[src/rtl/bpas_pkg.sv]
// Shared types and constants for the Bezier point splat block.
// Used by every module under rtl/ and by the channel interfaces.
package bpas_pkg;

  localparam int MAX_POINTS_DEF  = 6;
  localparam int COORD_BITS_DEF  = 10;

  localparam int T_W        = 17;
  localparam int T_FRAC     = 16;
  localparam logic [T_W-1:0] T_ONE = 17'd65536;
  localparam int FRAC_BITS  = 6;
  localparam int NUM_PT_REGS = 6;
  localparam int IDX_W      = 3;
  localparam int NEFF_W     = 4;
  localparam int OUT_W      = 12;
  localparam int INTEN_W    = 8;
  localparam int A_W        = 12;
  localparam int B_W        = 15;
  localparam int C_W        = 30;
  localparam int U2_W       = 18;
  localparam int SHADE_STEPS = 8;

  localparam logic [IDX_W-1:0] REG_POINT_COUNT = 3'd6;
  localparam logic [2:0]       POINT_COUNT_RST = 3'd6;
  localparam logic [C_W-1:0]   SHADE_SCALE     = 30'd260100;
  localparam logic [INTEN_W-1:0] FULL_INTEN    = 8'd255;

  typedef enum logic [3:0] {
    SLOT_CENTRE = 4'b0001,
    SLOT_HORIZ  = 4'b0010,
    SLOT_VERT   = 4'b0100,
    SLOT_DIAG   = 4'b1000
  } slot_e;

  typedef struct packed {
    logic [OUT_W-1:0] fx;
    logic [OUT_W-1:0] fy;
    logic [OUT_W-1:0] nx;
    logic [OUT_W-1:0] ny;
  } geom_t;

  typedef struct packed {
    geom_t                      g;
    logic [C_W-1:0]             c;
    logic [2:0][B_W-1:0]        b;
    logic [2:0][U2_W-1:0]       u2;
    logic [2:0][INTEN_W-1:0]    k;
  } shade_t;

endpackage

[src/rtl/bpas_shade_cell.sv]
// One bit of the intensity search for the three neighbour pixels.
// Keeps (2k)^2 alongside k so that no square is multiplied out; depends on bpas_pkg.
module bpas_shade_cell #(
  parameter int BIT = 7
) (
  input  logic                 clk_i,
  input  logic                 rst_ni,
  input  logic                 in_valid_i,
  output logic                 in_ready_o,
  input  bpas_pkg::shade_t     in_i,
  output logic                 out_valid_o,
  input  logic                 out_ready_i,
  output bpas_pkg::shade_t     out_o
);
  import bpas_pkg::*;

  localparam int DM1   = (2 ** (BIT + 1)) - 1;
  localparam int DM1SQ = DM1 * DM1;
  localparam int DSQ   = 4 ** (BIT + 1);

  logic   valid_q;
  shade_t d;

  assign in_ready_o = !valid_q || out_ready_i;

  // The trial value k+2^BIT stands if (2k'-1)^2 * B <= 4*65025*A.
  always_comb begin
    logic [19:0] m2;
    logic [32:0] prod;
    d = in_i;
    for (int l = 0; l < 3; l++) begin
      m2   = 20'(in_i.u2[l]) + (20'(in_i.k[l]) << (BIT + 3)) - (20'(in_i.k[l]) << 2)
             + 20'(DM1SQ);
      prod = 33'(m2[U2_W-1:0]) * 33'(in_i.b[l]);
      if (prod <= 33'(in_i.c)) begin
        d.k[l]  = in_i.k[l] | (INTEN_W'(1) << BIT);
        d.u2[l] = U2_W'(20'(in_i.u2[l]) + (20'(in_i.k[l]) << (BIT + 3)) + 20'(DSQ));
      end
    end
  end

  always_ff @(posedge clk_i or negedge rst_ni) begin
    if (!rst_ni) begin
      valid_q <= 1'b0;
    end else if (in_ready_o) begin
      valid_q <= in_valid_i;
    end
  end

  always_ff @(posedge clk_i) begin
    if (in_ready_o && in_valid_i) begin
      out_o <= d;
    end
  end

  assign out_valid_o = valid_q;

endmodule

[config.mk]
export PLATFORM = sky130hd
export DESIGN_NAME = bpas_shade_cell
export DESIGN_NICKNAME = d
export VERILOG_FILES = /design/src/rtl/bpas_pkg.sv /design/src/rtl/bpas_shade_cell.sv
export SDC_FILE = /design/constraint.sdc
export NUM_CORES = 2
export LEC_CHECK = 0
export ABC_AREA = 1
export ABC_CLOCK_PERIOD_IN_PS = 20200
export BUFFER_PORTS_ARGS = -buffer_cell sky130_fd_sc_hd__clkbuf_2
export CORE_ASPECT_RATIO = 0.8
export CORE_MARGIN = 2
export CORE_UTILIZATION = 55
export CTS_BUF_LIST = sky130_fd_sc_hd__clkbuf_8
export DETAILED_ROUTE_END_ITERATION = 12
export PLACE_DENSITY = 0.79
export SYNTH_ARGS = -nofsm -noshare
export SYNTH_HDL_FRONTEND = slang
export SYNTH_SLANG_ARGS = --single-unit
[constraint.sdc]
create_clock -name clk_i -period 20.2 [get_ports clk_i]
set_input_delay 3.03 -clock clk_i [delete_from_list [all_inputs] [get_ports clk_i]]
set_output_delay 3.03 -clock clk_i [all_outputs]
set_load 0.02 [all_outputs]
==> summary.txt <==
Critical path
  – Crit path DAT: 12230 ps
  – Worst Path Required: 20570 ps
  – R2R cell count: 3
  – Slowest stage delay, CP: 600 ps
  – Setup crit end kind: flop
  – Levels on crit path: 46
  – Most used cell, CP: nand2_1
  – Crit-path slowest cell: fa_1
  – CP startpoint kind: primary input
  – Crit path max-delay family: adder cells
  – CP Buf/Inv Count: 7
  – WS Path Type: in2reg
  – Crit Path Max Fanout: 9

Clock tree
  – Clock Sinks: 202
  – Clock Tree Buf Depth: 3
  – H-Tree Depth: 2
  – Hold Buf Count CTS: 0
  – Post-CTS sizing: 0
  – CTS tree: yes
  – Root buffer cell: clkbuf_8
  – Clock latency at the later pin of the worst-skew pair: 620 ps
  – Clock slew at reported path FFs: 70 ps
  – Setup Fix Bufs, Post-CTS: 0
  – Num CTS Buffers: 35

Placed design
  – Routability congestion estimate: 0.9828
  – I/O Buffers: 407
  – Post-DP HPWL: 91060 µm

Yosys
  – Yosys warnings: 0
  – EDFF count, synth: 201
  – Sequential fraction of the synthesis area: 15.87%
  – Distinct cells, synth: 72
  – Syn avg cell area: 8.658 µm²
  – Mapped Cells: 4412
  – Primary FF master, synth: edfxtp_1
  – Mapped Nets: 5694
  – Synth async-reset ratio: 0.4950%
  – Yosys reg bits: 202
  – Post-Synthesis Cell Area: 38200 µm²

STA
  – Slew Viols, Final: 0
  – # setup viols final: 0
  – Max_slew headroom: 16.88%
  – Crit share post-route: 58.73%
  – Unrepaired setup endpoints after global routing: no
  – Min cycle time layout: 11860 ps
  – Setup TNS: 0 ps
  – Final hold vios: 0
  – Worst-margin pin slew: 1238 ps
  – Clock skew: 37.92 ps
  – Max Freq: 84.30 MHz

Drt
  – Initial drt markers: 2667
  – Initial DRT Pass Iterations: 5
  – Final antenna-violating net count: 0
  – Drt total wl: 107800 µm
  – Post-DR vias/cell: 5.456
  – # DRC: 0
  – Vias: 31360
  – Post-DR wirelength/cell: 18.76 µm

Finish
  – Commonest non-fill, non-tap cell in the layout: inv_1
  – Fin nets: 6080
  – Commonest cells after routing, fill and taps aside: inv_1 (1024), nand2_1 (811), fa_1 (621)
  – Fraction of layout cells with a size suffix above 1: 13.25%
  – Synth-to-layout area growth: 9.600%

Global routing
  – Largest net degree at the start of global routing: 142
  – Initial antenna violation count: 4
  – Via count of the first global-routing pass: 32240
  – First-pass GRT wire length: 172900 µm
  – GR Overflow Total: 0
  – Total GRT Usage: 31.04%

Die
  – I/O pins: 408
  – Row count: 86
  – Die W: 298.6 µm
  – Initial core utilization: 55.56%
  – Core area: 68760 µm²
  – Die area: 71590 µm²
  – Chip height: 239.7 µm

Outcome
  – Outcome: completed

Min path
  – Hold WC Path Type: reg2reg
  – Hold depth: 2

Run
  – Max Cap Viol: 0
## sequential cells by signal, summed over array words and instances (netlist names)
name and cells:
out_valid_o 1, out_o 201
## worst register-to-register path: cells and delay by family (launching register included)
kind,cells,cell delay [ps]
buffers and inverters,2,1400
DFF,1,430
AOI/OAI and AO/OA,1,180
## area by class of cell
class | instances | area [µm²]
fill | 5956 | 26890
clock buffer | 35 | 481.7
multi-input combinational | 3100 | 27970
tap | 924 | 1156
sequential | 202 | 6061
inverter | 1048 | 3940
timing repair buffer | 411 | 2079
antenna | 3 | 7.507
clock inverter | 25 | 171.4
## metal layers
metal  vias to the layer above  part of all wire, %  GRT usage, %
met5                         -                    0             0
met4                         0                  3.1         9.852
met3                       231                   11         7.528
met2                      1633                   44         47.07
met1                     15270                   42         43.98
li1                      14230                    -             -
## cell families after synthesis
kind of cell    Yosys count  share of synthesized area (%)
compound gates          342                          5.454
xor+xnor                116                          2.925
fa+ha+maj              1077                          47.48
buf+inv                1110                          10.94
flops                   202                          15.87
simple gates           1565                          17.33
## worst paths after layout
| path | startpoint | to | slack (ps) |
|---|---|---|---|
| min reg2reg | out_valid_o$_DFFE_PN0N_ | out_valid_o$_DFFE_PN0N_ | 600 |
| max reg2reg | out_valid_o$_DFFE_PN0N_ | out_o[15]$_SDFFCE_PP1P_ | 17670 |
| min in group asynchronous | rst_ni | out_valid_o$_DFFE_PN0N_ | 2170 |
| min | out_valid_o$_DFFE_PN0N_ | out_valid_o$_DFFE_PN0N_ | 600 |
| max in group asynchronous | rst_ni | out_valid_o$_DFFE_PN0N_ | 17950 |
| max | in_i[17] | out_o[23]$_SDFFCE_PP1P_ | 8340 |
## cell usage after synthesis (4+ instances only)
library cell | instances | share of area, %
fa_1 | 621 | 33
a31oi_1 | 5 | 0.082
a211oi_1 | 9 | 0.18
clkbuf_1 | 58 | 0.57
o21ai_1 | 12 | 0.16
a21oi_1 | 172 | 2.3
xor2_1 | 59 | 1.4
clkinv_1 | 10 | 0.098
nor2_2 | 31 | 0.51
nor2_1 | 486 | 4.8
inv_2 | 22 | 0.22
edfxtp_1 | 201 | 16
a21o_1 | 10 | 0.20
nand2_1 | 811 | 8.0
nor3_1 | 20 | 0.26
ha_1 | 456 | 15
nor2_4 | 7 | 0.21
nand3_1 | 100 | 1.3
inv_1 | 1013 | 10
o21a_1 | 7 | 0.14
o21ai_2 | 14 | 0.32
o21ai_0 | 63 | 0.83
nand3b_1 | 5 | 0.098
xnor2_1 | 45 | 1.0
a21oi_2 | 7 | 0.16
or2_2 | 11 | 0.18
nand3_2 | 9 | 0.24
nor4_1 | 6 | 0.098
xor2_2 | 8 | 0.34
o211ai_1 | 4 | 0.079
nand4_1 | 23 | 0.38
nand2_2 | 29 | 0.47
nand2_4 | 10 | 0.29
o21bai_1 | 10 | 0.20
## metrics by stage
step | instance area (µm²) | util (%) | setup WS, ps | hold slack, ps | instances
after CTS | 41860 | 60.88 | 8438 | 595.3 | 5745
after floorplan | 38200 | - | 6649 | 768.2 | 4412
after global placement | 41210 | 59.93 | 7866 | 563.4 | 5685
after detailed placement | 41210 | 59.93 | 7820 | 580.2 | 5685
final | 41870 | 60.89 | 8337 | 600.9 | 5748
after global routing | 41870 | 60.89 | 7674 | 634.6 | 5748
Power is not shown: default switching activity piles up to over one toggle a cycle in this logic, so the estimate is an artifact.
