[src/rtl/bpas_pkg.sv]
// Shared types and constants for the Bezier point splat block.
// Used by every module under rtl/ and by the channel interfaces.
package bpas_pkg;

  localparam int MAX_POINTS_DEF  = 6;
  localparam int COORD_BITS_DEF  = 10;

  localparam int T_W        = 17;
  localparam int T_FRAC     = 16;
  localparam logic [T_W-1:0] T_ONE = 17'd65536;
  localparam int FRAC_BITS  = 6;
  localparam int NUM_PT_REGS = 6;
  localparam int IDX_W      = 3;
  localparam int NEFF_W     = 4;
  localparam int OUT_W      = 12;
  localparam int INTEN_W    = 8;
  localparam int A_W        = 12;
  localparam int B_W        = 15;
  localparam int C_W        = 30;
  localparam int U2_W       = 18;
  localparam int SHADE_STEPS = 8;

  localparam logic [IDX_W-1:0] REG_POINT_COUNT = 3'd6;
  localparam logic [2:0]       POINT_COUNT_RST = 3'd6;
  localparam logic [C_W-1:0]   SHADE_SCALE     = 30'd260100;
  localparam logic [INTEN_W-1:0] FULL_INTEN    = 8'd255;

  typedef enum logic [3:0] {
    SLOT_CENTRE = 4'b0001,
    SLOT_HORIZ  = 4'b0010,
    SLOT_VERT   = 4'b0100,
    SLOT_DIAG   = 4'b1000
  } slot_e;

  typedef struct packed {
    logic [OUT_W-1:0] fx;
    logic [OUT_W-1:0] fy;
    logic [OUT_W-1:0] nx;
    logic [OUT_W-1:0] ny;
  } geom_t;

  typedef struct packed {
    geom_t                      g;
    logic [C_W-1:0]             c;
    logic [2:0][B_W-1:0]        b;
    logic [2:0][U2_W-1:0]       u2;
    logic [2:0][INTEN_W-1:0]    k;
  } shade_t;

endpackage

[src/rtl/bpas_if.sv]


interface bpas_pix_if;
  logic                                 valid;
  logic                                 ready;
  logic signed [bpas_pkg::OUT_W-1:0]    pixel_x;
  logic signed [bpas_pkg::OUT_W-1:0]    pixel_y;
  logic [bpas_pkg::INTEN_W-1:0]         intensity;
  logic                                 last_write;
  modport source (output valid, output pixel_x, output pixel_y, output intensity,
                  output last_write, input ready);
  modport sink   (input valid, input pixel_x, input pixel_y, input intensity,
                  input last_write, output ready);
endinterface

[src/rtl/bpas_splat_out.sv]
// Output register that turns one shaded point into four pixel write requests.
// Depends on bpas_pkg and bpas_pix_if.
module bpas_splat_out (
  input  logic               clk_i,
  input  logic               rst_ni,
  input  logic               in_valid_i,
  output logic               in_ready_o,
  input  bpas_pkg::shade_t   in_i,
  bpas_pix_if.source         pix_o
);
  import bpas_pkg::*;

  logic   valid_q;
  slot_e  slot_q;
  shade_t item_q;

  assign in_ready_o = !valid_q || (pix_o.ready && slot_q == SLOT_DIAG);

  always_ff @(posedge clk_i or negedge rst_ni) begin
    if (!rst_ni) begin
      valid_q <= 1'b0;
      slot_q  <= SLOT_CENTRE;
    end else if (in_ready_o && in_valid_i) begin
      valid_q <= 1'b1;
      slot_q  <= SLOT_CENTRE;
    end else if (valid_q && pix_o.ready) begin
      unique case (slot_q)
        SLOT_CENTRE: slot_q <= SLOT_HORIZ;
        SLOT_HORIZ:  slot_q <= SLOT_VERT;
        SLOT_VERT:   slot_q <= SLOT_DIAG;
        SLOT_DIAG:   valid_q <= 1'b0;
        default:     slot_q <= SLOT_CENTRE;
      endcase
    end
  end

  always_ff @(posedge clk_i) begin
    if (in_ready_o && in_valid_i) begin
      item_q <= in_i;
    end
  end

  always_comb begin
    pix_o.valid      = valid_q;
    pix_o.last_write = 1'b0;
    unique case (slot_q)
      SLOT_CENTRE: begin
        pix_o.pixel_x   = $signed(item_q.g.fx);
        pix_o.pixel_y   = $signed(item_q.g.fy);
        pix_o.intensity = FULL_INTEN;
      end
      SLOT_HORIZ: begin
        pix_o.pixel_x   = $signed(item_q.g.nx);
        pix_o.pixel_y   = $signed(item_q.g.fy);
        pix_o.intensity = item_q.k[0];
      end
      SLOT_VERT: begin
        pix_o.pixel_x   = $signed(item_q.g.fx);
        pix_o.pixel_y   = $signed(item_q.g.ny);
        pix_o.intensity = item_q.k[1];
      end
      SLOT_DIAG: begin
        pix_o.pixel_x    = $signed(item_q.g.nx);
        pix_o.pixel_y    = $signed(item_q.g.ny);
        pix_o.intensity  = item_q.k[2];
        pix_o.last_write = 1'b1;
      end
      default: begin
        pix_o.pixel_x   = '0;
        pix_o.pixel_y   = '0;
        pix_o.intensity = '0;
      end
    endcase
  end

endmodule

[src/flat_wrapper.sv]
// flat-port wrapper written by rule: the top's interface ports become plain ports
module bpas_splat_out_flat import bpas_pkg::*;
  (clk_i, rst_ni, in_valid_i, in_ready_o, in_i, pix_o_valid, pix_o_pixel_x, pix_o_pixel_y, pix_o_intensity, pix_o_last_write, pix_o_ready);
  bpas_pix_if pix_o_i ();
  input  logic clk_i;
  input  logic rst_ni;
  input  logic in_valid_i;
  output logic in_ready_o;
  input  bpas_pkg::shade_t in_i;
  output wire logic [$bits(pix_o_i.valid)-1:0] pix_o_valid;
  output wire logic [$bits(pix_o_i.pixel_x)-1:0] pix_o_pixel_x;
  output wire logic [$bits(pix_o_i.pixel_y)-1:0] pix_o_pixel_y;
  output wire logic [$bits(pix_o_i.intensity)-1:0] pix_o_intensity;
  output wire logic [$bits(pix_o_i.last_write)-1:0] pix_o_last_write;
  input wire logic [$bits(pix_o_i.ready)-1:0] pix_o_ready;
  assign pix_o_valid = pix_o_i.valid;
  assign pix_o_pixel_x = pix_o_i.pixel_x;
  assign pix_o_pixel_y = pix_o_i.pixel_y;
  assign pix_o_intensity = pix_o_i.intensity;
  assign pix_o_last_write = pix_o_i.last_write;
  assign pix_o_i.ready = pix_o_ready;
  bpas_splat_out u_core (.clk_i(clk_i), .rst_ni(rst_ni), .in_valid_i(in_valid_i), .in_ready_o(in_ready_o), .in_i(in_i), .pix_o(pix_o_i));
endmodule
[config.mk]
export PLATFORM = sky130hd
export DESIGN_NAME = bpas_splat_out_flat
export DESIGN_NICKNAME = d
export VERILOG_FILES = /design/src/rtl/bpas_pkg.sv /design/src/rtl/bpas_if.sv /design/src/rtl/bpas_splat_out.sv /design/src/flat_wrapper.sv
export SDC_FILE = /design/constraint.sdc
export NUM_CORES = 1
export LEC_CHECK = 0
export ABC_AREA = 1
export BUFFER_PORTS_ARGS = -buffer_cell sky130_fd_sc_hd__buf_4
export CORE_AREA = 2 2 94 96
export CTS_CLUSTER_SIZE = 28
export DETAILED_ROUTE_END_ITERATION = 8
export DIE_AREA = 0 0 96 98
export PLACE_DENSITY = 0.75
export SYNTH_ARGS = -nofsm -noshare
export SYNTH_HDL_FRONTEND = slang
export SYNTH_SLANG_ARGS = --single-unit
export TNS_END_PERCENT = 50
[constraint.sdc]
create_clock -name clk_i -period 3 [get_ports clk_i]
set_input_delay 0.15 -clock clk_i [delete_from_list [all_inputs] [get_ports clk_i]]
set_output_delay 0.15 -clock clk_i [all_outputs]
set_load 0.02 [all_outputs]
==> results.txt <==
Post-DP Area - 0.00394 sq mm
Initial DRC count - 79
Cell area after layout - 0.00483 sq mm
Most frequent cell after synthesis - nand2_1
Rel. slew slack - 52.1%
Met1 usage - 20.7%
CP endpoint kind - primary output
# nets final - 628
Synth top area share - 71.8%
CTS Buffer Depth - 2
Cell Pwr Density - 793 mW/mm^2
Htree depth - 3
Peak VDD IR - 0.464 mV
Grt met2 use - 28.8%
Synth Warn # - 0
Ys async rst share - 6.49%
Syn Inst Count - 234
Routed wire length - 7690 um
Syn avg cell area - 12.9 sq um
Worst-Skew Late Latency - 0.34 ns
CTS tree - yes
Global route overflow - 0
Worst-path clk slew - 0.07 ns
Synth top cells by count - 89 x nand2_1, 72 x edfxtp_1, 11 x nand3_1, 11 x nand4_1, 11 x o21ai_0
WHS Endpoint - u_core.pix_o.valid$_DFFE_PN0P_
Final setup vio count - 0
Chip Height - 98 um
Final core occ - 57.1%
GR Util met3 - 5.09%
Yosys cell types - 22
DR WL/cell - 14.4 um
Synth Net Count - 439
Leak - 2.05 nW
Via count - 2,427
Antenna Cells - 0
Final hold vios - 0
Tcrit/Tclk final - 76.8%
First-pass detailed-route iteration total - 4
Fin crit period - 2.30 ns
Hold wc startpoint - in_valid_i
First-pass GRT wire length - 12,100 um
Max Clk Rate - 434 MHz
Synth Register Bits - 77
GRT busiest layer - met2
Status - complete, no violations
Setup TNS - 0 ns
Final Max Slew Viols - 0
Die area - 0.00941 sq mm
Crit Path Category - register to primary output
All-Layer GR Usage - 17.2%
Worst hold path type - input port to register
Post-Layout Cell Count - 536
Post-CTS Setup Bufs - 0
Top Ports - 240
Required time of the worst setup path - 2.85 ns
Worst EP arrival - 2.15 ns
Number of synthesized flops with an enable pin - 72
Actual slew at the worst max-slew pin - 0.718 ns
Rows - 34
DP Cell Count - 447
Max Cap Viol - 0
Vias in the first global route - 2,539
Filler cell count - 680
Biggest area consumer among synthesized cells - edfxtp_1
Worst R2R End - u_core.item_q[168]$_DFFE_PP_
CTS Buf Count - 9
Clk sink count - 77
CP Launch Type - register
Synth top area cells - edfxtp_1 72%, nand2_1 11%, dfrtp_1 3.3%
Dpl hpwl - 4610 um
Antenna violations before repair - 0
Port Buffers - 110
Share of cells above drive strength 1 - 33.2%
Critical R2R Launch - u_core.slot_q[1]$_DFFE_PN0P_
Largest net degree at the start of global routing - 41
R2r worst-path depth - 7
Layout area overhead - 60.4%
Unrepaired setup endpoints after global routing - false
RePlAce Congestion - 0.811
Root Buffer - clkbuf_8
Top_reg_cell synth - edfxtp_1
Core area - 0.00847 sq mm
Crit-path max FO - 13
Synth Cell Area - 0.00301 sq mm
Die width - 96 um
Layout Skew - 0.0107 ns
Reg-to-reg slack, setup - 0.99 ns
Post-synthesis sequential area ratio - 76.0%
Routed vias/inst - 4.53
Antenna Violating Nets Remaining - 0
# DRC - 0
Hold Path Depth - 3
Starting Density - 35.6%
[metrics by stage]
stage | hold slack [ns] | total power [mW] | worst slack (ns)
floorplan | -0.146 | 2.42 | 0.316
global placement | -0.0425 | 3.10 | 1.02
detailed placement | -0.0408 | 3.12 | 1.01
CTS | 0.0409 | 3.87 | 0.676
global route | 0.0599 | 4.08 | 0.455
finish | 0.0557 | 3.83 | 0.697
[sequential cells by signal, summed over array words and instances (netlist names)]
name / flops
u_core.item_q: 72
u_core.slot_q: 4
u_core.pix_o.valid: 1
[worst max-delay path, stage by stage, from the launching register on]
cell and delay [ns]:
dfstp_2 0.54, inv_1 0.06, nor2_1 0.08, nand2_1 0.29, inv_1 0.43, o21ai_0 0.17
nand2_1 0.11, buf_4 0.14
[where the power goes]
group,internal [mW],switching [mW],total (mW)
Combinational,0.683,1.10,1.79
Clock,0.298,0.372,0.670
Sequential,1.32,0.0551,1.38
Total,2.30,1.53,3.83
[per-layer routing]
layer / up-vias / wire (um)
li1: 1188 / -
met5: - / 0
met3: 17 / 499
met2: 100 / 3920
met1: 1122 / 3100
met4: 0 / 168
[logic make-up after synthesis]
| kind of cell | count (synthesis) | share of synthesized area, % |
|---|---|---|
| buffers and inverters | 18 | 3.24 |
| DFF | 77 | 76.0 |
| and+or+nand+nor | 125 | 18.4 |
| AOI/OAI and AO/OA | 14 | 2.41 |
[placed cells by master, fill, tap and decap left out, types with 2 or more instances in the layout]
master,synthesis,routed
o21ai_0,11,11
buf_4,2,113
dfrtp_1,4,4
nor2_1,2,2
inv_1,7,6
nor2_2,2,2
nand4_1,11,11
edfxtp_1,72,72
inv_2,2,3
nand2_1,89,89
dlygate4sd3_1,0,73
clkinv_1,1,3
o21ai_1,2,2
nand2_2,7,7
clkbuf_8,0,9
clkinvlp_4,0,3
nand3_1,11,11
[timing repair]
| item | 4_1_cts | 5_1_grt |
|---|---|---|
| endpoints found under the setup margin | 0 | 0 |
| gates resized for setup | 0 | 0 |
| hold buffers | 73 | 0 |
| hold endpoints to repair | 77 | 0 |
[area by class of cell]
| class | count | area [sq um] | area share, % |
|---|---|---|---|
| Clock buffer | 10 | 128 | 2.64 |
| Clock inverter | 6 | 38.8 | 0.802 |
| Inverter | 10 | 37.5 | 0.777 |
| Multi-Input combinational cell | 139 | 627 | 13.0 |
| Sequential cell | 77 | 2290 | 47.3 |
| Tap cell | 108 | 135 | 2.80 |
| Timing Repair Buffer | 186 | 1580 | 32.7 |
[worst max path at each step]
stage                                       startpoint                      endpoint
after floorplan           u_core.slot_q[1]$_DFFE_PN0P_    u_core.item_q[0]$_DFFE_PP_
after global placement    u_core.slot_q[1]$_DFFE_PN0P_  u_core.item_q[192]$_DFFE_PP_
after detailed placement  u_core.slot_q[1]$_DFFE_PN0P_  u_core.item_q[167]$_DFFE_PP_
after CTS                 u_core.slot_q[0]$_DFFE_PN1P_              pix_o_pixel_y[4]
after global routing      u_core.slot_q[0]$_DFFE_PN1P_              pix_o_pixel_y[7]
final                     u_core.slot_q[0]$_DFFE_PN1P_              pix_o_pixel_y[7]
Note: power is estimated with default switching activity, not from simulation.
