==> src/rtl/bpas_pkg.sv <==
// Shared types and constants for the Bezier point splat block.
// Used by every module under rtl/ and by the channel interfaces.
package bpas_pkg;

  localparam int MAX_POINTS_DEF  = 6;
  localparam int COORD_BITS_DEF  = 10;

  localparam int T_W        = 17;
  localparam int T_FRAC     = 16;
  localparam logic [T_W-1:0] T_ONE = 17'd65536;
  localparam int FRAC_BITS  = 6;
  localparam int NUM_PT_REGS = 6;
  localparam int IDX_W      = 3;
  localparam int NEFF_W     = 4;
  localparam int OUT_W      = 12;
  localparam int INTEN_W    = 8;
  localparam int A_W        = 12;
  localparam int B_W        = 15;
  localparam int C_W        = 30;
  localparam int U2_W       = 18;
  localparam int SHADE_STEPS = 8;

  localparam logic [IDX_W-1:0] REG_POINT_COUNT = 3'd6;
  localparam logic [2:0]       POINT_COUNT_RST = 3'd6;
  localparam logic [C_W-1:0]   SHADE_SCALE     = 30'd260100;
  localparam logic [INTEN_W-1:0] FULL_INTEN    = 8'd255;

  typedef enum logic [3:0] {
    SLOT_CENTRE = 4'b0001,
    SLOT_HORIZ  = 4'b0010,
    SLOT_VERT   = 4'b0100,
    SLOT_DIAG   = 4'b1000
  } slot_e;

  typedef struct packed {
    logic [OUT_W-1:0] fx;
    logic [OUT_W-1:0] fy;
    logic [OUT_W-1:0] nx;
    logic [OUT_W-1:0] ny;
  } geom_t;

  typedef struct packed {
    geom_t                      g;
    logic [C_W-1:0]             c;
    logic [2:0][B_W-1:0]        b;
    logic [2:0][U2_W-1:0]       u2;
    logic [2:0][INTEN_W-1:0]    k;
  } shade_t;

endpackage

==> src/rtl/bpas_geom.sv <==
// Pixel geometry of a curve point: pixel, neighbours and squared centre distances.
// Two register stages; depends on bpas_pkg.
module bpas_geom #(
  parameter int W = 16
) (
  input  logic                 clk_i,
  input  logic                 rst_ni,
  input  logic                 in_valid_i,
  output logic                 in_ready_o,
  input  logic [W-1:0]         in_px_i,
  input  logic [W-1:0]         in_py_i,
  output logic                 out_valid_o,
  input  logic                 out_ready_i,
  output bpas_pkg::shade_t     out_o
);
  import bpas_pkg::*;

  logic               v1_q, v2_q, s2_ready;
  geom_t              g_d, g_q;
  logic [A_W-1:0]     a_d, a_q;
  logic [2:0][B_W-1:0] b_d, b_q;
  logic [5:0]         rx, ry;
  logic signed [6:0]  dx0, dy0;
  logic signed [7:0]  dxn, dyn;
  logic signed [15:0] sx0, sy0, sxn, syn;

  assign rx  = in_px_i[FRAC_BITS-1:0];
  assign ry  = in_py_i[FRAC_BITS-1:0];
  assign dx0 = 7'sd32 - $signed({1'b0, rx});
  assign dy0 = 7'sd32 - $signed({1'b0, ry});
  // Half-way or beyond picks the neighbour on the plus side.
  assign dxn = {dx0[6], dx0} + (rx[5] ? 8'sd64 : -8'sd64);
  assign dyn = {dy0[6], dy0} + (ry[5] ? 8'sd64 : -8'sd64);
  assign sx0 = dx0 * dx0;
  assign sy0 = dy0 * dy0;
  assign sxn = dxn * dxn;
  assign syn = dyn * dyn;

  always_comb begin
    g_d.fx = OUT_W'(in_px_i[W-1:FRAC_BITS]);
    g_d.fy = OUT_W'(in_py_i[W-1:FRAC_BITS]);
    g_d.nx = rx[5] ? g_d.fx + OUT_W'(1) : g_d.fx - OUT_W'(1);
    g_d.ny = ry[5] ? g_d.fy + OUT_W'(1) : g_d.fy - OUT_W'(1);
    a_d    = A_W'(sx0) + A_W'(sy0);
    b_d[0] = B_W'(sxn) + B_W'(sy0);
    b_d[1] = B_W'(sx0) + B_W'(syn);
    b_d[2] = B_W'(sxn) + B_W'(syn);
  end

  assign s2_ready   = !v2_q || out_ready_i;
  assign in_ready_o = !v1_q || s2_ready;

  always_ff @(posedge clk_i or negedge rst_ni) begin
    if (!rst_ni) begin
      v1_q <= 1'b0;
      v2_q <= 1'b0;
    end else begin
      if (in_ready_o) begin
        v1_q <= in_valid_i;
      end
      if (s2_ready) begin
        v2_q <= v1_q;
      end
    end
  end

  always_ff @(posedge clk_i) begin
    if (in_ready_o && in_valid_i) begin
      g_q <= g_d;
      a_q <= a_d;
      b_q <= b_d;
    end
    if (s2_ready && v1_q) begin
      out_o.g  <= g_q;
      out_o.c  <= C_W'(a_q) * SHADE_SCALE;
      out_o.b  <= b_q;
      out_o.u2 <= '0;
      out_o.k  <= '0;
    end
  end

  assign out_valid_o = v2_q;

endmodule

==> config.mk <==
export PLATFORM = sky130hd
export DESIGN_NAME = bpas_geom
export DESIGN_NICKNAME = d
export VERILOG_FILES = /design/src/rtl/bpas_pkg.sv /design/src/rtl/bpas_geom.sv
export SDC_FILE = /design/constraint.sdc
export NUM_CORES = 1
export LEC_CHECK = 0
export BUFFER_PORTS_ARGS = -buffer_cell sky130_fd_sc_hd__buf_2
export CORE_MARGIN = 2
export CORE_UTILIZATION = 50
export DETAILED_ROUTE_END_ITERATION = 8
export PLACE_DENSITY = 0.71
export SYNTH_ARGS = -nofsm -noshare
export SYNTH_HDL_FRONTEND = slang
export SYNTH_SLANG_ARGS = --single-unit
export TNS_END_PERCENT = 5
==> constraint.sdc <==
create_clock -name clk_i -period 4.7 [get_ports clk_i]
set_clock_uncertainty 0.15 [all_clocks]
set_input_delay 1.175 -clock clk_i [delete_from_list [all_inputs] [get_ports clk_i]]
set_output_delay 1.175 -clock clk_i [all_outputs]
set_load 0.005 [all_outputs]
==> metrics, run 1 <==
Slew Viols, Final=0; worst-path maximum fanout=4; largest net degree at the start of global routing=72; predominant post-synthesis flop cell=edfxtp_1; Slew @ Worst Pin=0.586 ns; Final Hold Fails=0; most frequent cells in the layout=buf_4 (393), inv_1 (340), edfxtp_1 (200); global router's overall resource usage=0.227; share of the synthesized area in the top cell type=0.323; commonest non-fill, non-tap cell in the layout=buf_4; Die X=197 um; Post-Syn Instances=1732; Bufs on Longest Clock Path=3; most common cell type on the critical path=fa_1; post-route non-filler standard cell count=2790; fin crit share=1.35; root buf cell=clkbuf_16; worst setup margin=-1.67 ns; status=finished with violations; Antenna Diode Count=0; fraction of final layout cells sized beyond drive strength 1=0.378; Max Clock Freq=157 MHz; worst hold path class=flop to flop; fill cell count=2526; Rows=70; starting density of the core=0.508; CP Capture Type=flop; vias in the first global route=14500; kind of critical path=input port to flop; async set-reset flop share out of synthesis=0.00990; Post-synth EDFFs=200; DR DRC count=0; Synth area leader=edfxtp_1; total gr overflow=0; initial drt markers=601; Net count, final=2746; origin of the critical flop-to-flop path=a_q[4]; slew margin rel.=0.605; layout overhead on the synthesized area=36.9%; ranking of synthesized cells by area=edfxtp_1 (32%), fa_1 (20%), ha_1 (15%), inv_1 (7.6%), xnor2_1 (4.8%); Sum Neg Setup Slack=-41.78 ns; Yosys warning total=0; Clock Latency Late Sink=0.52 ns; CTS tree=yes; CTS Hold Buffers Added=0; Crit-path slowest cell=fa_1; sequential fraction of the synthesis area=0.326; IO Pins=239; die area=38700 sq um; unrepaired setup endpoints after global routing=true; via count=13800; Vias/cell=4.96; hpwl dp=33700 um; gpl congestion=0.879; Max-Cap Viols=0; Initial DRT Pass Iterations=5; CTS buffer count=23; die height=197 um; crit start category=input port; #FFs+latches synth=202; hold path startpoint=b_q[33]; Post-DRT Antenna Nets=0; Tmin final=6.37 ns; H-tree depth=1; wire length per cell=16.1 um; first-pass GRT wire length=70100 um; design area=25500 sq um; CP startpoint=in_py_i[0]; mapped cell area=18600 sq um; Setup-failing EPs final=40; CP max stage delay=0.54 ns; core area=36600 sq um; mean post-synth cell area=10.7 sq um; Cells after DPL=2688; CTS Sinks=202; DP Area=22700 sq um; CP arrival=6.50 ns; Detailed Route WL=45000 um; Final Util=0.695; IO buf count=154; Crit path required time=4.83 ns; Synth cell types=59; antenna violations before repair=0; Reg clk slew, reported paths=0.07 ns; violated checks=negative setup slack
path summary, 6_finish.rpt:
path	endpoint	slack (ns)	cells past startpoint
max	b_q[29]	-1.67	29
min in group asynchronous	out_valid_o	0.27	1
max in group asynchronous	v1_q	4.03	1
min reg2reg	out_o[111]	0.26	0
min	out_o[111]	0.26	0
max reg2reg	out_o[152]	-0.13	15
cells in the mapped netlist (all sizes together), types with 7 or more instances:
| cell | number |
|---|---|
| inv | 375 |
| ha | 218 |
| edfxtp | 200 |
| fa | 186 |
| nor2 | 109 |
| xnor2 | 102 |
| nand2 | 98 |
| buf | 94 |
| a21oi | 43 |
| o21ai | 42 |
| xor2 | 40 |
| a21o | 25 |
| nor3 | 20 |
| nand3 | 17 |
| nor2b | 17 |
| clkbuf | 12 |
| o21a | 12 |
| nand2b | 11 |
| nand4 | 10 |
| or4 | 10 |
| a31oi | 8 |
| nor4 | 8 |
| o21bai | 8 |
| o41ai | 7 |
routing by layer:
metal  vias up  global-route usage  wire, um
met5         -                   0         0
met4         0              0.0638      1170
met3        76              0.0210      1690
met2       318               0.409     23500
met1      6859               0.292     18600
li1       6581                   -         -
metrics by stage:
| step | hold WS [ns] | setup WS [ns] |
|---|---|---|
| 2_1_floorplan | 0.250 | -1.70 |
| 3_3_place_gp | 0.251 | -2.51 |
| 3_5_place_dp | 0.255 | -2.51 |
| 4_1_cts | 0.248 | -1.49 |
| 5_1_grt | 0.261 | -1.79 |
| 6_report | 0.263 | -1.67 |
critical path: cells and delay by family:
family / cells / cell delay [ns]
adder cells (fa/ha/maj): 7 / 2.77
buffers and inverters: 9 / 0.92
AO/OA/AOI/OAI: 5 / 0.71
AND/OR/NAND/NOR: 5 / 0.50
XOR/XNOR: 3 / 0.43
flip-flops by register name, indices dropped and copies added (netlist names):
name         flops
a_q             12
b_q             36
g_q             44
out_o          108
out_valid_o      1
v1_q             1
area by class of cell:
class                           instances  area, sq um  share of cell area
Clock buffer                           27          591              0.0232
Timing Repair Buffer                  572         4070               0.160
Tap cell                              468          586              0.0230
Inverter                              377         1440              0.0565
Multi-Input combinational cell       1130        12600               0.494
Clock inverter                         14          148             0.00580
Sequential cell                       202         6060               0.238
timing repair:
item | CTS | global route
buffers inserted | 45 | 20
endpoints found under the setup margin | 42 | 46
pin swaps | 121 | 134
resized for setup | 184 | 101
kinds of logic after synthesis:
family | count (synthesis) | synth area share
adder cells (fa/ha/maj) | 404 | 0.347
AND/OR/NAND/NOR | 320 | 0.0796
AO/OA/AOI/OAI | 177 | 0.0622
other | 1 | 0.000202
XOR/XNOR | 142 | 0.0673
flip-flops | 202 | 0.326
multiplexers | 3 | 0.00162
buffers and inverters | 483 | 0.116
Power of run 1 is left out: the tool's default activity adds up to more than one toggle a clock period on the data nets, which glitch-free logic cannot reach.
==> run 2: changes to the inputs <==
Settings changed: CORE_MARGIN 2 to 4.
==> run 2 against run 1 <==
Against the previous run: the flow still finishes with violations (negative setup slack); global-route usage down 1.8 points; final cell count down 0.90%; sequential share of layout area grew 0.62 points; routed wire length is 4.6% lower; worst setup slack better by 0.14 ns; critical endpoint is now b_q[13]; worst hold slack lost 0.015 ns; register-to-register slack improved by 0.03 ns; core utilization down 1.8 points; final area down 2.5%; critical path depth shrank 5; die area up 4.1%; non-clock buffer count fell by 26.
==> metrics, run 2 (synthesis gave the netlist of run 1 again) <==
wire length per cell=15.5 um (was 16.1 um); CTS Sinks=202 (unchanged); kind of critical path=input port to flop (unchanged); CTS tree=yes (unchanged); violated checks=negative setup slack (unchanged); CP Capture Type=flop (unchanged); CP arrival=6.36 ns (was 6.50 ns); Vias/cell=4.93 (was 4.96); most common cell type on the critical path=fa_1 (unchanged); status=finished with violations (unchanged); most frequent cells in the layout=buf_4 (383), inv_1 (354), edfxtp_1 (200) (was buf_4 (393), inv_1 (340), edfxtp_1 (200)); layout overhead on the synthesized area=33.4% (was 36.9%); slew margin rel.=0.539 (was 0.605); fin crit share=1.32 (was 1.35); Max-Cap Viols=0 (unchanged); antenna violations before repair=0 (unchanged); commonest non-fill, non-tap cell in the layout=buf_4 (unchanged); cell family with most CP delay=adder cells (unchanged); Detailed Route WL=42900 um (was 45000 um); hold slack=0.247 ns (was 0.263 ns); Slew @ Worst Pin=0.691 ns (was 0.586 ns); Clock Latency Late Sink=0.54 ns (was 0.52 ns); hpwl dp=34300 um (was 33700 um); crit start category=input port (unchanged); via count=13600 (was 13800); CTS buffer count=23 (unchanged); Antenna Diode Count=0 (unchanged); most flop-heavy register=out_o (unchanged); DR DRC count=0 (unchanged); Rows=70 (unchanged); fraction of final layout cells sized beyond drive strength 1=0.350 (was 0.378); largest net degree at the start of global routing=51 (was 72); Reg clk slew, reported paths=0.06 ns (was 0.07 ns); worst hold path class=flop to flop (unchanged); design area=24800 sq um (was 25500 sq um); initial drt markers=507 (was 601); Net count, final=2720 (was 2746); DP Area=22700 sq um (about the same); H-tree depth=1 (unchanged); core area=36600 sq um (unchanged); largest registers=out_o: 108 flops, g_q: 44 flops, b_q: 36 flops (unchanged); global router's overall resource usage=0.209 (was 0.227); Crit path required time=4.83 ns (about the same); root buf cell=clkbuf_16 (unchanged); gpl congestion=0.940 (was 0.879); Setup-failing EPs final=40 (unchanged); first-pass GRT wire length=69500 um (was 70100 um); Final Hold Fails=0 (unchanged); IO buf count=154 (unchanged); starting density of the core=0.508 (unchanged); worst-path maximum fanout=5 (was 4); CP max stage delay=0.54 ns (about the same); unrepaired setup endpoints after global routing=true (unchanged); Max Clock Freq=161 MHz (was 157 MHz); Crit-path slowest cell=fa_1 (unchanged); CTS Hold Buffers Added=0 (unchanged); Initial DRT Pass Iterations=5 (unchanged); vias in the first global route=14300 (was 14500); Tmin final=6.22 ns (was 6.37 ns); Die X=201 um (was 197 um); number of flip-flops in the largest register=108 (unchanged); Post-DRT Antenna Nets=0 (unchanged); fill cell count=2684 (was 2526); die height=201 um (was 197 um); worst-path cell chain=buf_2 -> nor3_4 -> buf_6 -> xnor2_4 -> clkinv_2 -> buf_4 -> nor2_4 -> fa_1 -> fa_1 -> fa_1 -> inv_1 -> fa_1 -> inv_1 -> ha_2 -> o21a_1 -> o31a_1 -> o21a_1 -> nor2_2 -> xnor2_2 -> ha_4 -> nand2_1 -> o311ai_4 -> o41ai_2 -> xnor2_1; IO Pins=239 (unchanged); worst setup margin=-1.52 ns (was -1.67 ns); Bufs on Longest Clock Path=3 (unchanged); die area=40300 sq um (was 38700 sq um); total gr overflow=0 (unchanged); Buf/Inv on CP=6 (was 9); Slew Viols, Final=0 (unchanged)
## run 2: cell count changes in the layout (fill, tap and decap cells not counted), moves of 5 or more
cell / change
a21oi_4: -5
buf_4: -10
buf_6: -17
ha_1: +15
ha_4: -16
inv_1: +14
inv_2: -13
nor2_2: +5
## run 2: worst paths after layout
path | slack (ns) | depth (start not counted) | endpoint | start
min in group asynchronous | 0.26 | 1 | out_valid_o | rst_ni
min reg2reg | 0.25 | 0 | out_o[193] | g_q[40]
min | 0.25 | 0 | out_o[193] | g_q[40]
max in group asynchronous | 4.05 | 1 | v1_q | rst_ni
max reg2reg | -0.10 | 17 | out_o[151] | a_q[4]
max | -1.52 | 24 | b_q[13] | in_py_i[2]
## run 2: cell type report
type / count / area, sq um / area share
sequential: 202 / 6060 / 0.244
inverter: 377 / 1440 / 0.0580
multi-input combinational: 1130 / 12100 / 0.488
tap: 468 / 586 / 0.0236
clock inverter: 11 / 149 / 0.00600
timing repair buffer: 546 / 3830 / 0.154
clock buffer: 31 / 636 / 0.0256
## run 2: repair_timing
item,4_1_cts,5_1_grt
cloned,0,0
gates resized for setup,114,71
pin swaps,76,44
buffers inserted,27,10
endpoints found under the setup margin,42,42
## run 2: stage by stage
step           instances  worst slack [ns]  setup TNS [ns]   util
2_1_floorplan       1815             -1.70          -44.55      -
3_3_place_gp        2687             -2.28          -68.69  0.621
3_5_place_dp        2687             -2.39          -72.24  0.621
4_1_cts             2755             -1.50          -40.88  0.664
5_1_grt             2765             -1.79          -49.29  0.678
6_report            2765             -1.52          -40.67  0.678
## run 2: worst reg2reg max path, cell delays in order (launching register included)
cell,delay [ns]
edfxtp_1,0.41
fa_1,0.61
inv_1,0.10
fa_1,0.49
inv_1,0.04
ha_1,0.27
inv_1,0.05
fa_1,0.52
inv_1,0.05
fa_1,0.42
ha_1,0.30
a21o_1,0.20
a21oi_2,0.17
o21ai_2,0.10
a21oi_1,0.15
o31ai_1,0.12
or4_1,0.42
nand3_1,0.11
## run 2: layer usage
| layer | GRT usage | part of all wire |
|---|---|---|
| met5 | 0 | 0 |
| met4 | 0.0533 | 0.024 |
| met3 | 0.0263 | 0.046 |
| met2 | 0.368 | 0.51 |
| met1 | 0.275 | 0.42 |
Power of run 2 is left out for the same reason.
==> run 3: changes to the inputs <==
Settings changed: PLACE_DENSITY 0.71 to 0.69.
Clock period 4.7 ns to 5.95 ns, I/O delays scaled along.
==> run 3 against run 2 <==
Against the previous run: the run still ends with negative setup slack left; core utilization decreased by 0.80 points; critical path depth rose by 4; flip-flop and latch count stayed put; global-route usage is essentially flat; largest cell class unchanged.
==> metrics, run 3 (synthesis gave the netlist of run 1 again) <==
status=finished with violations (unchanged); violated checks=negative setup slack (unchanged); post-route non-filler standard cell count=2715 (was 2765); commonest non-fill, non-tap cell in the layout=inv_1 (was buf_4); Antenna Diode Count=0 (unchanged); starting density of the core=0.508 (unchanged); Final Hold Fails=0 (unchanged); CP Capture Type=flop (unchanged); Post-DRT Antenna Nets=0 (unchanged); layout overhead on the synthesized area=31.9% (was 33.4%); CP max stage delay=0.57 ns (was 0.54 ns); Cells after DPL=2628 (was 2687); largest net degree at the start of global routing=70 (was 51); Detailed Route WL=42900 um (about the same); unrepaired setup endpoints after global routing=true (unchanged); number of flip-flops in the largest register=108 (unchanged); vias in the first global route=14100 (was 14300); Max Clock Freq=150 MHz; most common cell type on the critical path=buf_6 (was fa_1); CTS tree=yes (unchanged); hpwl dp=33500 um (was 34300 um); Hold Path Depth=0 (unchanged); via count=13400 (was 13600); die height=201 um (unchanged); worst hold path class=flop to flop (unchanged); most frequent cells in the layout=inv_1 (352), buf_4 (326), edfxtp_1 (200) (was buf_4 (383), inv_1 (354), edfxtp_1 (200)); origin of the critical flop-to-flop path=a_q[9] (was a_q[4]); Slew Viols, Final=0 (unchanged); root buf cell=clkbuf_16 (unchanged); global router's overall resource usage=0.208 (was 0.209); Rows=70 (unchanged); worst-path maximum fanout=3 (was 5); CTS Sinks=202 (unchanged); fraction of final layout cells sized beyond drive strength 1=0.340 (was 0.350); DP Worst Slack=-1.54 ns (was -2.39 ns); cell depth of the worst flop-to-flop path=14 (was 17); Bufs on Longest Clock Path=3 (unchanged); IO buf count=154 (unchanged); Reg clk slew, reported paths=0.07 ns (was 0.06 ns); core area=36600 sq um (unchanged); first-pass GRT wire length=69400 um (was 69500 um); Initial DRT Pass Iterations=5 (unchanged); gpl congestion=0.871 (was 0.940); Max-Cap Viols=0 (unchanged); Crit path required time=6.07 ns (was 4.83 ns); crit start category=input port (unchanged); total gr overflow=0 (unchanged); hold path startpoint=b_q[38] (was g_q[40]); Die X=201 um (unchanged); largest registers=out_o: 108 flops, g_q: 44 flops, b_q: 36 flops (unchanged); worst setup margin=-0.732 ns (was -1.52 ns); Clock Latency Late Sink=0.53 ns (was 0.54 ns); Final Util=0.670 (was 0.678); antenna violations before repair=1 (was 0); Slew @ Worst Pin=0.981 ns (was 0.691 ns); RR Endpoint=out_o[152] (was out_o[151]); CP arrival=6.80 ns (was 6.36 ns); most flop-heavy register=out_o (unchanged); Setup-failing EPs final=26 (was 40); slew margin rel.=0.346 (was 0.539); H-tree depth=1 (unchanged); wire length per cell=15.8 um (was 15.5 um); Crit-path slowest cell=fa_1 (unchanged); die area=40300 sq um (unchanged); R2R Setup Slk=0.69 ns (was -0.10 ns); Vias/cell=4.95 (was 4.93); Tmin final=6.68 ns; Hold EP=out_o[116] (was out_o[193]); kind of critical path=input port to flop (unchanged); Net count, final=2670 (was 2720); initial drt markers=602 (was 507); fin crit share=1.12; DR DRC count=0 (unchanged); CTS buffer count=23 (unchanged); IO Pins=239 (unchanged)
==> run 3: repair_timing <==
action	in CTS	in global routing
buffers inserted	25	20
hold buffers	0	0
gates cloned	0	0
endpoints found under the hold margin	0	0
pin swaps	75	89
gates resized for setup	116	97
setup endpoints to repair	32	33
==> run 3: worst max-delay path by stage <==
stage                           from       to  depth (start not counted)
after global routing      in_py_i[1]  b_q[28]                         27
after global placement    in_py_i[0]  b_q[14]                         27
after detailed placement  in_py_i[0]  b_q[14]                         27
after CTS                 in_py_i[2]  b_q[14]                         28
after floorplan           in_px_i[0]  b_q[43]                         23
final                     in_py_i[1]  b_q[14]                         28
==> run 3: per-stage QoR <==
stage,hold WS [ns],area (sq um),setup TNS (ns)
after floorplan,0.250,19400,-12.91
after global placement,0.250,22300,-33.87
after detailed placement,0.255,22300,-36.53
after CTS,0.257,23800,-11.03
after global routing,0.270,24500,-17.77
final,0.254,24500,-13.08
==> run 3: area by class of cell <==
cell class / instances / area, sq um
flip-flops and latches: 202 / 6060
fillers: 2749 / 12100
multi-input cells: 1130 / 12200
repair buffers: 496 / 3470
clock inverters: 16 / 138
clock buffers: 26 / 587
inverters: 377 / 1440
well taps: 468 / 586
==> run 3: metal layers <==
layer	global-route usage	wire, um	vias to the layer above	part of all wire
met5	0	13	-	0.00030
met4	0.0560	1210	2	0.028
met3	0.0234	1890	80	0.044
met2	0.367	21800	302	0.51
met1	0.276	18000	6637	0.42
li1	-	-	6425	-
==> run 3: worst max-delay path: cells and delay by family <==
kind            cells  cell delay [ns]
buf+inv             9             0.98
xor+xnor            4             0.44
simple gates        4             0.68
compound gates      5             0.82
fa+ha+maj           6             2.39
Power of run 3 is left out for the same reason.
